==> src/rtl/core/spq_pkg.sv <==
// ----------------------------------------------------------------------------
// spq_pkg
// Shared types and codes for the stable priority queue: result status
// codes, datapath operations and the controller/datapath link structs.
// ----------------------------------------------------------------------------
package spq_pkg;

    // result status field
    localparam int STATUS_W = 2;
    localparam logic [STATUS_W-1:0] STATUS_OK    = 2'd0;
    localparam logic [STATUS_W-1:0] STATUS_EMPTY = 2'd1;
    localparam logic [STATUS_W-1:0] STATUS_FULL  = 2'd2;

    // request kind carried on the input tuser
    localparam logic MODE_INSERT = 1'b0;
    localparam logic MODE_POP    = 1'b1;

    // operation the datapath carries out in the execute step
    typedef enum logic [2:0] {
        OP_NONE,
        OP_INSERT,
        OP_POP,
        OP_REJECT_FULL,
        OP_REJECT_EMPTY
    } t_op;

    // controller -> datapath
    typedef struct packed {
        logic capture;  // latch the incoming request
        t_op  op;       // operation to execute this cycle
    } t_dp_cmd;

    // datapath -> controller
    typedef struct packed {
        logic is_pop;   // held request is a pop
        logic empty;    // no entries stored
        logic full;     // all slots in use
    } t_dp_sts;

endpackage

==> src/rtl/core/stable_priority_queue.sv <==
// ----------------------------------------------------------------------------
// stable_priority_queue
// Timing: a request is captured at the accepting edge, then executed once the
//   result register is free, which loads the result and raises its valid.
// A new request is accepted only after the held one has executed; the sorted
//   slot row compares all slots in parallel in the execute step.
// Reset (synchronous, active low) empties the queue and clears both
//   handshakes; slot contents are not cleared, only slots below the count are read.
// Bounded stable priority queue: inserts go ahead of the first entry of
// strictly lower priority; pops return the head.
// ----------------------------------------------------------------------------
module stable_priority_queue #(
    parameter int QUEUE_DEPTH    = 16,
    parameter int PAYLOAD_WIDTH  = 32,
    parameter int PRIORITY_WIDTH = 8
) (
    input  logic                   i_clk,
    input  logic                   i_rst_n,
    // request stream
    input  logic                   s_axis_tvalid,
    output logic                   s_axis_tready,
    // tdata: command_priority, command_payload (low to high), zero filled
    input  logic [((PRIORITY_WIDTH + PAYLOAD_WIDTH + 7) / 8) * 8 - 1:0] s_axis_tdata,
    // tuser: mode
    input  logic                   s_axis_tuser,
    // result stream
    output logic                   m_axis_tvalid,
    input  logic                   m_axis_tready,
    // tdata: popped_priority, popped_payload, occupancy (low to high), zero filled
    output logic [((PRIORITY_WIDTH + PAYLOAD_WIDTH + $clog2(QUEUE_DEPTH + 1) + 7) / 8) * 8 - 1:0]
                                   m_axis_tdata,
    // tuser: status
    output logic [spq_pkg::STATUS_W-1:0] m_axis_tuser
);

    localparam int OCC_W       = $clog2(QUEUE_DEPTH + 1);
    localparam int OUT_BITS    = PRIORITY_WIDTH + PAYLOAD_WIDTH + OCC_W;
    localparam int OUT_TDATA_W = ((OUT_BITS + 7) / 8) * 8;

    spq_pkg::t_dp_cmd            w_cmd;
    spq_pkg::t_dp_sts            w_sts;
    logic [PRIORITY_WIDTH-1:0]   w_pop_pri;
    logic [PAYLOAD_WIDTH-1:0]    w_pop_pay;
    logic [OCC_W-1:0]            w_occ;

    // sequencer
    spq_controller u_ctrl (
        .i_clk       (i_clk),
        .i_rst_n     (i_rst_n),
        .i_in_valid  (s_axis_tvalid),
        .o_in_ready  (s_axis_tready),
        .o_out_valid (m_axis_tvalid),
        .i_out_ready (m_axis_tready),
        .i_sts       (w_sts),
        .o_cmd       (w_cmd)
    );

    // slot row and result register
    spq_datapath #(
        .QUEUE_DEPTH    (QUEUE_DEPTH),
        .PAYLOAD_WIDTH  (PAYLOAD_WIDTH),
        .PRIORITY_WIDTH (PRIORITY_WIDTH),
        .OCC_W          (OCC_W)
    ) u_dp (
        .i_clk             (i_clk),
        .i_rst_n           (i_rst_n),
        .i_cmd             (w_cmd),
        .i_mode            (s_axis_tuser),
        .i_priority        (s_axis_tdata[PRIORITY_WIDTH-1:0]),
        .i_payload         (s_axis_tdata[PRIORITY_WIDTH +: PAYLOAD_WIDTH]),
        .o_sts             (w_sts),
        .o_status          (m_axis_tuser),
        .o_popped_priority (w_pop_pri),
        .o_popped_payload  (w_pop_pay),
        .o_occupancy       (w_occ)
    );

    // pack result fields
    assign m_axis_tdata = OUT_TDATA_W'({w_occ, w_pop_pay, w_pop_pri});

endmodule

==> src/rtl/core/spq_datapath.sv <==
// ----------------------------------------------------------------------------
// spq_datapath
// Row of sorted entry slots (head in slot 0) with a per-slot priority
// compare, the held request and the result register.
// ----------------------------------------------------------------------------
module spq_datapath #(
    parameter int QUEUE_DEPTH    = 16,
    parameter int PAYLOAD_WIDTH  = 32,
    parameter int PRIORITY_WIDTH = 8,
    parameter int OCC_W          = $clog2(QUEUE_DEPTH + 1)
) (
    input  logic                        i_clk,
    input  logic                        i_rst_n,
    input  spq_pkg::t_dp_cmd            i_cmd,
    input  logic                        i_mode,
    input  logic [PRIORITY_WIDTH-1:0]   i_priority,
    input  logic [PAYLOAD_WIDTH-1:0]    i_payload,
    output spq_pkg::t_dp_sts            o_sts,
    output logic [spq_pkg::STATUS_W-1:0] o_status,
    output logic [PRIORITY_WIDTH-1:0]   o_popped_priority,
    output logic [PAYLOAD_WIDTH-1:0]    o_popped_payload,
    output logic [OCC_W-1:0]            o_occupancy
);

    // held request
    logic                        r_mode;
    logic [PRIORITY_WIDTH-1:0]   r_pri;
    logic [PAYLOAD_WIDTH-1:0]    r_pay;

    // entry slots and fill count
    logic [PRIORITY_WIDTH-1:0]   r_ent_pri [QUEUE_DEPTH];
    logic [PAYLOAD_WIDTH-1:0]    r_ent_pay [QUEUE_DEPTH];
    logic [OCC_W-1:0]            r_count;
    logic [OCC_W-1:0]            n_count;

    // result register
    logic [spq_pkg::STATUS_W-1:0] r_status;
    logic [PRIORITY_WIDTH-1:0]   r_pop_pri;
    logic [PAYLOAD_WIDTH-1:0]    r_pop_pay;

    // slot i is at or after the insert point (monotone over the sorted row)
    logic [QUEUE_DEPTH-1:0]      w_mark;

    always_comb begin
        for (int i = 0; i < QUEUE_DEPTH; i++) begin
            w_mark[i] = (OCC_W'(i) >= r_count) || (r_pri > r_ent_pri[i]);
        end
    end

    // status back to the controller
    assign o_sts.is_pop = (r_mode == spq_pkg::MODE_POP);
    assign o_sts.empty  = (r_count == '0);
    assign o_sts.full   = (r_count == OCC_W'(QUEUE_DEPTH));

    // capture the request
    always_ff @(posedge i_clk) begin
        if (i_cmd.capture) begin
            r_mode <= i_mode;
            r_pri  <= i_priority;
            r_pay  <= i_payload;
        end
    end

    // slot row: shift right behind the insert point, shift left on pop
    for (genvar g = 0; g < QUEUE_DEPTH; g++) begin : g_slot
        logic w_first;
        if (g == 0) begin : g_head
            assign w_first = w_mark[0];
        end else begin : g_body
            assign w_first = w_mark[g] && !w_mark[g-1];
        end

        always_ff @(posedge i_clk) begin
            if (i_cmd.op == spq_pkg::OP_INSERT) begin
                if (w_first) begin
                    r_ent_pri[g] <= r_pri;
                    r_ent_pay[g] <= r_pay;
                end else if (w_mark[g]) begin
                    if (g > 0) begin
                        r_ent_pri[g] <= r_ent_pri[(g > 0) ? g - 1 : 0];
                        r_ent_pay[g] <= r_ent_pay[(g > 0) ? g - 1 : 0];
                    end
                end
            end else if (i_cmd.op == spq_pkg::OP_POP) begin
                if (g < QUEUE_DEPTH - 1) begin
                    r_ent_pri[g] <= r_ent_pri[(g < QUEUE_DEPTH - 1) ? g + 1 : g];
                    r_ent_pay[g] <= r_ent_pay[(g < QUEUE_DEPTH - 1) ? g + 1 : g];
                end
            end
        end
    end

    // fill count
    always_comb begin
        n_count = r_count;
        case (i_cmd.op)
            spq_pkg::OP_INSERT: n_count = r_count + OCC_W'(1);
            spq_pkg::OP_POP:    n_count = r_count - OCC_W'(1);
            default:            n_count = r_count;
        endcase
    end

    always_ff @(posedge i_clk) begin
        if (!i_rst_n) begin
            r_count <= '0;
        end else begin
            r_count <= n_count;
        end
    end

    // result register, loaded on every executed request
    always_ff @(posedge i_clk) begin
        case (i_cmd.op)
            spq_pkg::OP_INSERT: begin
                r_status  <= spq_pkg::STATUS_OK;
                r_pop_pri <= '0;
                r_pop_pay <= '0;
            end
            spq_pkg::OP_POP: begin
                r_status  <= spq_pkg::STATUS_OK;
                r_pop_pri <= r_ent_pri[0];
                r_pop_pay <= r_ent_pay[0];
            end
            spq_pkg::OP_REJECT_FULL: begin
                r_status  <= spq_pkg::STATUS_FULL;
                r_pop_pri <= '0;
                r_pop_pay <= '0;
            end
            spq_pkg::OP_REJECT_EMPTY: begin
                r_status  <= spq_pkg::STATUS_EMPTY;
                r_pop_pri <= '0;
                r_pop_pay <= '0;
            end
            default: begin
                r_status  <= r_status;
            end
        endcase
    end

    // count only moves on execute, which is when the result register loads
    assign o_status          = r_status;
    assign o_popped_priority = r_pop_pri;
    assign o_popped_payload  = r_pop_pay;
    assign o_occupancy       = r_count;

endmodule

==> src/rtl/core/spq_controller.sv <==
// ----------------------------------------------------------------------------
// spq_controller
// Two-state sequencer: take a request, then execute it once the result
// register is free; owns both stream handshakes.
// ----------------------------------------------------------------------------
module spq_controller (
    input  logic             i_clk,
    input  logic             i_rst_n,
    input  logic             i_in_valid,
    output logic             o_in_ready,
    output logic             o_out_valid,
    input  logic             i_out_ready,
    input  spq_pkg::t_dp_sts i_sts,
    output spq_pkg::t_dp_cmd o_cmd
);

    typedef enum logic {
        S_IDLE,
        S_EXEC
    } t_state;

    t_state r_state;
    t_state n_state;
    logic   r_out_valid;
    logic   n_out_valid;
    logic   w_out_free;
    logic   w_accept;

    assign w_out_free = !r_out_valid || i_out_ready;
    assign w_accept   = i_in_valid && (r_state == S_IDLE);

    // command decode
    always_comb begin
        o_cmd.capture = w_accept;
        o_cmd.op      = spq_pkg::OP_NONE;
        if (r_state == S_EXEC && w_out_free) begin
            if (i_sts.is_pop) begin
                o_cmd.op = i_sts.empty ? spq_pkg::OP_REJECT_EMPTY : spq_pkg::OP_POP;
            end else begin
                o_cmd.op = i_sts.full ? spq_pkg::OP_REJECT_FULL : spq_pkg::OP_INSERT;
            end
        end
    end

    // next state and result valid
    always_comb begin
        n_state     = r_state;
        n_out_valid = r_out_valid && !i_out_ready;
        unique case (r_state)
            S_IDLE: begin
                if (w_accept) begin
                    n_state = S_EXEC;
                end
            end
            S_EXEC: begin
                if (w_out_free) begin
                    n_state     = S_IDLE;
                    n_out_valid = 1'b1;
                end
            end
            default: begin
                n_state = S_IDLE;
            end
        endcase
    end

    always_ff @(posedge i_clk) begin
        if (!i_rst_n) begin
            r_state     <= S_IDLE;
            r_out_valid <= 1'b0;
        end else begin
            r_state     <= n_state;
            r_out_valid <= n_out_valid;
        end
    end

    assign o_in_ready  = (r_state == S_IDLE);
    assign o_out_valid = r_out_valid;

    // an accepted request always moves the sequencer into execute
    a_accept_exec: assert property (@(posedge i_clk) disable iff (!i_rst_n)
        w_accept |=> (r_state == S_EXEC))
        else $error("accepted request did not enter execute");

    // every executed request produces a result
    a_exec_result: assert property (@(posedge i_clk) disable iff (!i_rst_n)
        (o_cmd.op != spq_pkg::OP_NONE) |=> r_out_valid)
        else $error("executed request left no result");

    // datapath never reports empty and full together
    a_sts_excl: assert property (@(posedge i_clk) disable iff (!i_rst_n)
        !(i_sts.empty && i_sts.full))
        else $error("datapath reports empty and full at once");

    // no execution while an untaken result would be overwritten
    a_no_overwrite: assert property (@(posedge i_clk) disable iff (!i_rst_n)
        (r_out_valid && !i_out_ready) |-> (o_cmd.op == spq_pkg::OP_NONE))
        else $error("result overwritten before it was taken");

endmodule

==> config.mk <==
export PLATFORM = sky130hd
export DESIGN_NAME = stable_priority_queue
export DESIGN_NICKNAME = d
export VERILOG_FILES = /design/src/rtl/core/spq_pkg.sv /design/src/rtl/core/stable_priority_queue.sv /design/src/rtl/core/spq_datapath.sv /design/src/rtl/core/spq_controller.sv
export SDC_FILE = /design/constraint.sdc
export NUM_CORES = 2
export LEC_CHECK = 0
export ABC_AREA = 1
export BUFFER_PORTS_ARGS = -buffer_cell sky130_fd_sc_hd__clkbuf_2
export CAP_MARGIN = 5
export CORE_AREA = 4 4 334 336
export CTS_CLUSTER_SIZE = 25
export DETAILED_ROUTE_END_ITERATION = 8
export DIE_AREA = 0 0 338 340
export GPL_TIMING_DRIVEN = 0
export HOLD_SLACK_MARGIN = 0.03
export PLACE_DENSITY = 0.65
export SLEW_MARGIN = 10
export SYNTH_ARGS = -nofsm -noshare
export SYNTH_HDL_FRONTEND = slang
export SYNTH_HIERARCHICAL = 1
export SYNTH_SLANG_ARGS = --single-unit
==> constraint.sdc <==
create_clock -name i_clk -period 9.2 [get_ports i_clk]
set_input_delay 1.38 -clock i_clk [delete_from_list [all_inputs] [get_ports i_clk]]
set_output_delay 1.38 -clock i_clk [all_outputs]
set_load 0.005 [all_outputs]
==> flow_summary.toml <==
[synthesis]
yosys.cell_types.count = 35
synth_top_cells_by_area = "sky130_fd_sc_hd__edfxtp_1, sky130_fd_sc_hd__nand2_1, sky130_fd_sc_hd__nand4_1"
synth.most_common_cell = "sky130_fd_sc_hd__nand2_1"
yosys.area.top_type_share_pct = 50.2
syn_inst = 5381
synth_warnings = 6
synth_common_cells = "sky130_fd_sc_hd__nand2_1, sky130_fd_sc_hd__edfxtp_1, sky130_fd_sc_hd__inv_1"
ys.flop_type = "sky130_fd_sc_hd__edfxtp_1"
ys_seq_area_share_pct = 50.6
synth_area_leader_cell = "sky130_fd_sc_hd__edfxtp_1"
cell_area_synth_sq_um = 43200
ys_ff_latch = 730
avgSynthCellArea_sq_um = 8.03
async_flop_share_pct = 0
synth_edf_count = 723

[sta]
hold_ws_ps = 504
timing_worst_slew_pin_value_ps = 1140
timing.setup.tns_ps = 0
timing.final.crit_period_ps = 4910
timing.final.hold_violations = 0
grt_setup_unrepaired = "false"
final-max-slew-violation-count = 0
maxClockFrequency_ghz = 0.204
timing.final.crit_share_pct = 53.4
clock_skew_ps = 22.6
setup-violations-final = 0
worst_slew_margin_rel_pct = 23.7

[flow_run]
cap_violations = 0

[floorplanning]
die_height_microns = 340
initial_core_util_pct = 39.8
die_width_microns = 338
die_area_sq_um = 115000
core_sq_um = 109000
placementRows = 121
ioPinCount = 97

[grt]
global_route.usage.met2_pct = 35.0
gr-usage-met1_pct = 32.5
gr-usage-met3_pct = 3.82
global_route_wire_length_before_repair_microns = 203000
grt_antenna_before_repair = 5
grt_util_all_layers_pct = 22.6
gr-max-usage-layer = "met2"
first_global_vias = 35500
grt_max_degree = 42
overflow_after_grt = 0

[worst_setup_path]
cp-end-kind = "flop"
timing.critical_path.fanout_max = 26
crit_path_start_kind = "flop"
critical_path_data_arrival_time_ps = 5310
crit_type = "flop to flop"
worst-endpoint-required_ps = 9590
worstRegToRegCells = 13

[clocking]
cts_max_path_buffers = 3
worst_skew_pair.late_latency_ps = 660
postCtsSetupBuffers = 0
post_cts_resize_count = 0
cts.root.buffer_cell = "sky130_fd_sc_hd__clkbuf_16"
cts_sinks = 730
clkTransAtPathRegs_ps = 60
tritoncts.num_buffers = 86
cts_max_level = 3
cts_tree = "done"
cts.hold.buffers_added = 0

[drt]
detail_route.drc_violations = 0
via_count = 36600
via_per_inst = 5.18
ant_nets = 0
dr_iter_0_viols = 3892
drt-pass1-iter-count = 6
wire_per_inst_microns = 18.7
totalWireLength_microns = 132000

[power_and_ir_drop]
irDropWorstVdd_v = 0.000123
total_power_mw = 9.31
power.leakage_nw = 22.5
power_per_cell_area_nw_per_um2 = 192

[layout]
final_core_utilization_pct = 44.7
diodes = 0
net_count_final = 5759
layout-drive-gt1-share_pct = 8.39
syn2layout_area_growth_pct = 12.3

[placed_design]
globalplace.congestion = 0.928
dp_hpwl_microns = 106000
io_buffers = 93

[min_path]
timing.hold.worst_path_depth = 2
hold_path_class = "flop to flop"

[status]
run_status = "complete, no violations"
[critical path, cell delays in order (launching register included)]
cell and delay (ps):
sky130_fd_sc_hd__dfxtp_1 570, sky130_fd_sc_hd__inv_1 230, sky130_fd_sc_hd__ha_1 320, sky130_fd_sc_hd__inv_1 160, sky130_fd_sc_hd__nor4_1 100, sky130_fd_sc_hd__o21ai_0 180
sky130_fd_sc_hd__nor2_1 90, sky130_fd_sc_hd__nand3_1 160, sky130_fd_sc_hd__buf_2 310, sky130_fd_sc_hd__buf_2 380, sky130_fd_sc_hd__buf_2 460, sky130_fd_sc_hd__clkbuf_1 820
sky130_fd_sc_hd__nand2_2 520, sky130_fd_sc_hd__buf_12 320
[cell type report]
class	instances	area, sq um
Clock buffer	107	2230
Inverter	657	2470
Tap cell	1414	1770
Multi-Input combinational cell	3562	17100
Fill cell	10800	60000
Sequential cell	730	21900
Clock inverter	50	404
Timing Repair Buffer	110	821
Buffer	434	1940
[cells by family after synthesis]
group,count (synthesis),share of synthesized area [%]
AND/OR/NAND/NOR,3245,33.1
AO/OA/AOI/OAI,180,2.28
buffers and inverters,1091,10.2
XOR/XNOR,1,0.0203
flip-flops,730,50.6
other,1,0.00868
adder cells (fa/ha/maj),133,3.85
[registers in the layout (all words and copies together) (netlist names)]
signal	flops
u_ctrl/r_state	1
u_dp/o_occupancy	5
u_dp/r_mode	1
u_dp/r_ent_pri	128
u_dp/o_popped_priority	8
u_dp/r_ent_pay	512
u_dp/o_popped_payload	32
u_dp/r_pri	8
u_dp/o_status	2
u_ctrl/o_out_valid	1
u_dp/r_pay	32
[layout by cell type, fill, tap and decap left out, types with 16 or more instances in the layout]
cell                        Yosys  layout
sky130_fd_sc_hd__buf_4         20      20
sky130_fd_sc_hd__a21oi_1       44      44
sky130_fd_sc_hd__nand2_1     2044    2032
sky130_fd_sc_hd__buf_2        187     187
sky130_fd_sc_hd__clkbuf_1     151     170
sky130_fd_sc_hd__nand4_1      536     536
sky130_fd_sc_hd__nand2_2        4      16
sky130_fd_sc_hd__nor2_1        79      79
sky130_fd_sc_hd__clkinv_2       0      16
sky130_fd_sc_hd__buf_1         76      76
sky130_fd_sc_hd__o21ai_0       99      99
sky130_fd_sc_hd__clkinv_1       1      21
sky130_fd_sc_hd__clkbuf_16      0      86
sky130_fd_sc_hd__clkbuf_2       0      95
sky130_fd_sc_hd__inv_1        649     648
sky130_fd_sc_hd__edfxtp_1     723     723
sky130_fd_sc_hd__ha_1         133     133
sky130_fd_sc_hd__nand3_1      568     568
[per-stage QoR]
| stage | setup WS, ps | cell area [sq um] | instances |
|---|---|---|---|
| floorplan | 4170 | 43200 | 5383 |
| global placement | 2560 | 45500 | 6890 |
| detailed placement | 4030 | 45900 | 6907 |
| CTS | 4530 | 48500 | 7064 |
| global route | 4180 | 48500 | 7064 |
| finish | 4290 | 48500 | 7064 |
[power breakdown]
group	internal, mW	total (mW)	switching (mW)	leakage (nW)
Clock	1.84	3.24	1.40	1.28
Sequential	4.11	4.30	0.188	6.75
Combinational	0.529	1.77	1.24	14.4
Total	6.48	9.31	2.83	22.5
[path summary, 6_finish.rpt]
kind / from / end / slack [ps]
setup / recovery: u_dp/o_occupancy[0] / u_dp/r_ent_pay[1][135] / 4290
hold / removal: u_dp/r_ent_pay[1][249] / u_dp/r_ent_pay[1][217] / 500
hold reg to reg: u_dp/r_ent_pay[1][249] / u_dp/r_ent_pay[1][217] / 500
setup reg to reg: u_dp/o_occupancy[0] / u_dp/r_ent_pay[1][135] / 4290
[routing by layer]
metal	wire length [microns]	up-vias	part of all wire, %
met5	10	-	0.0076
met4	3800	2	2.9
met1	58700	16600	45
met2	56800	1452	43
met3	12600	194	9.5
li1	-	18300	-
Note: power is estimated with default switching activity, not from simulation.
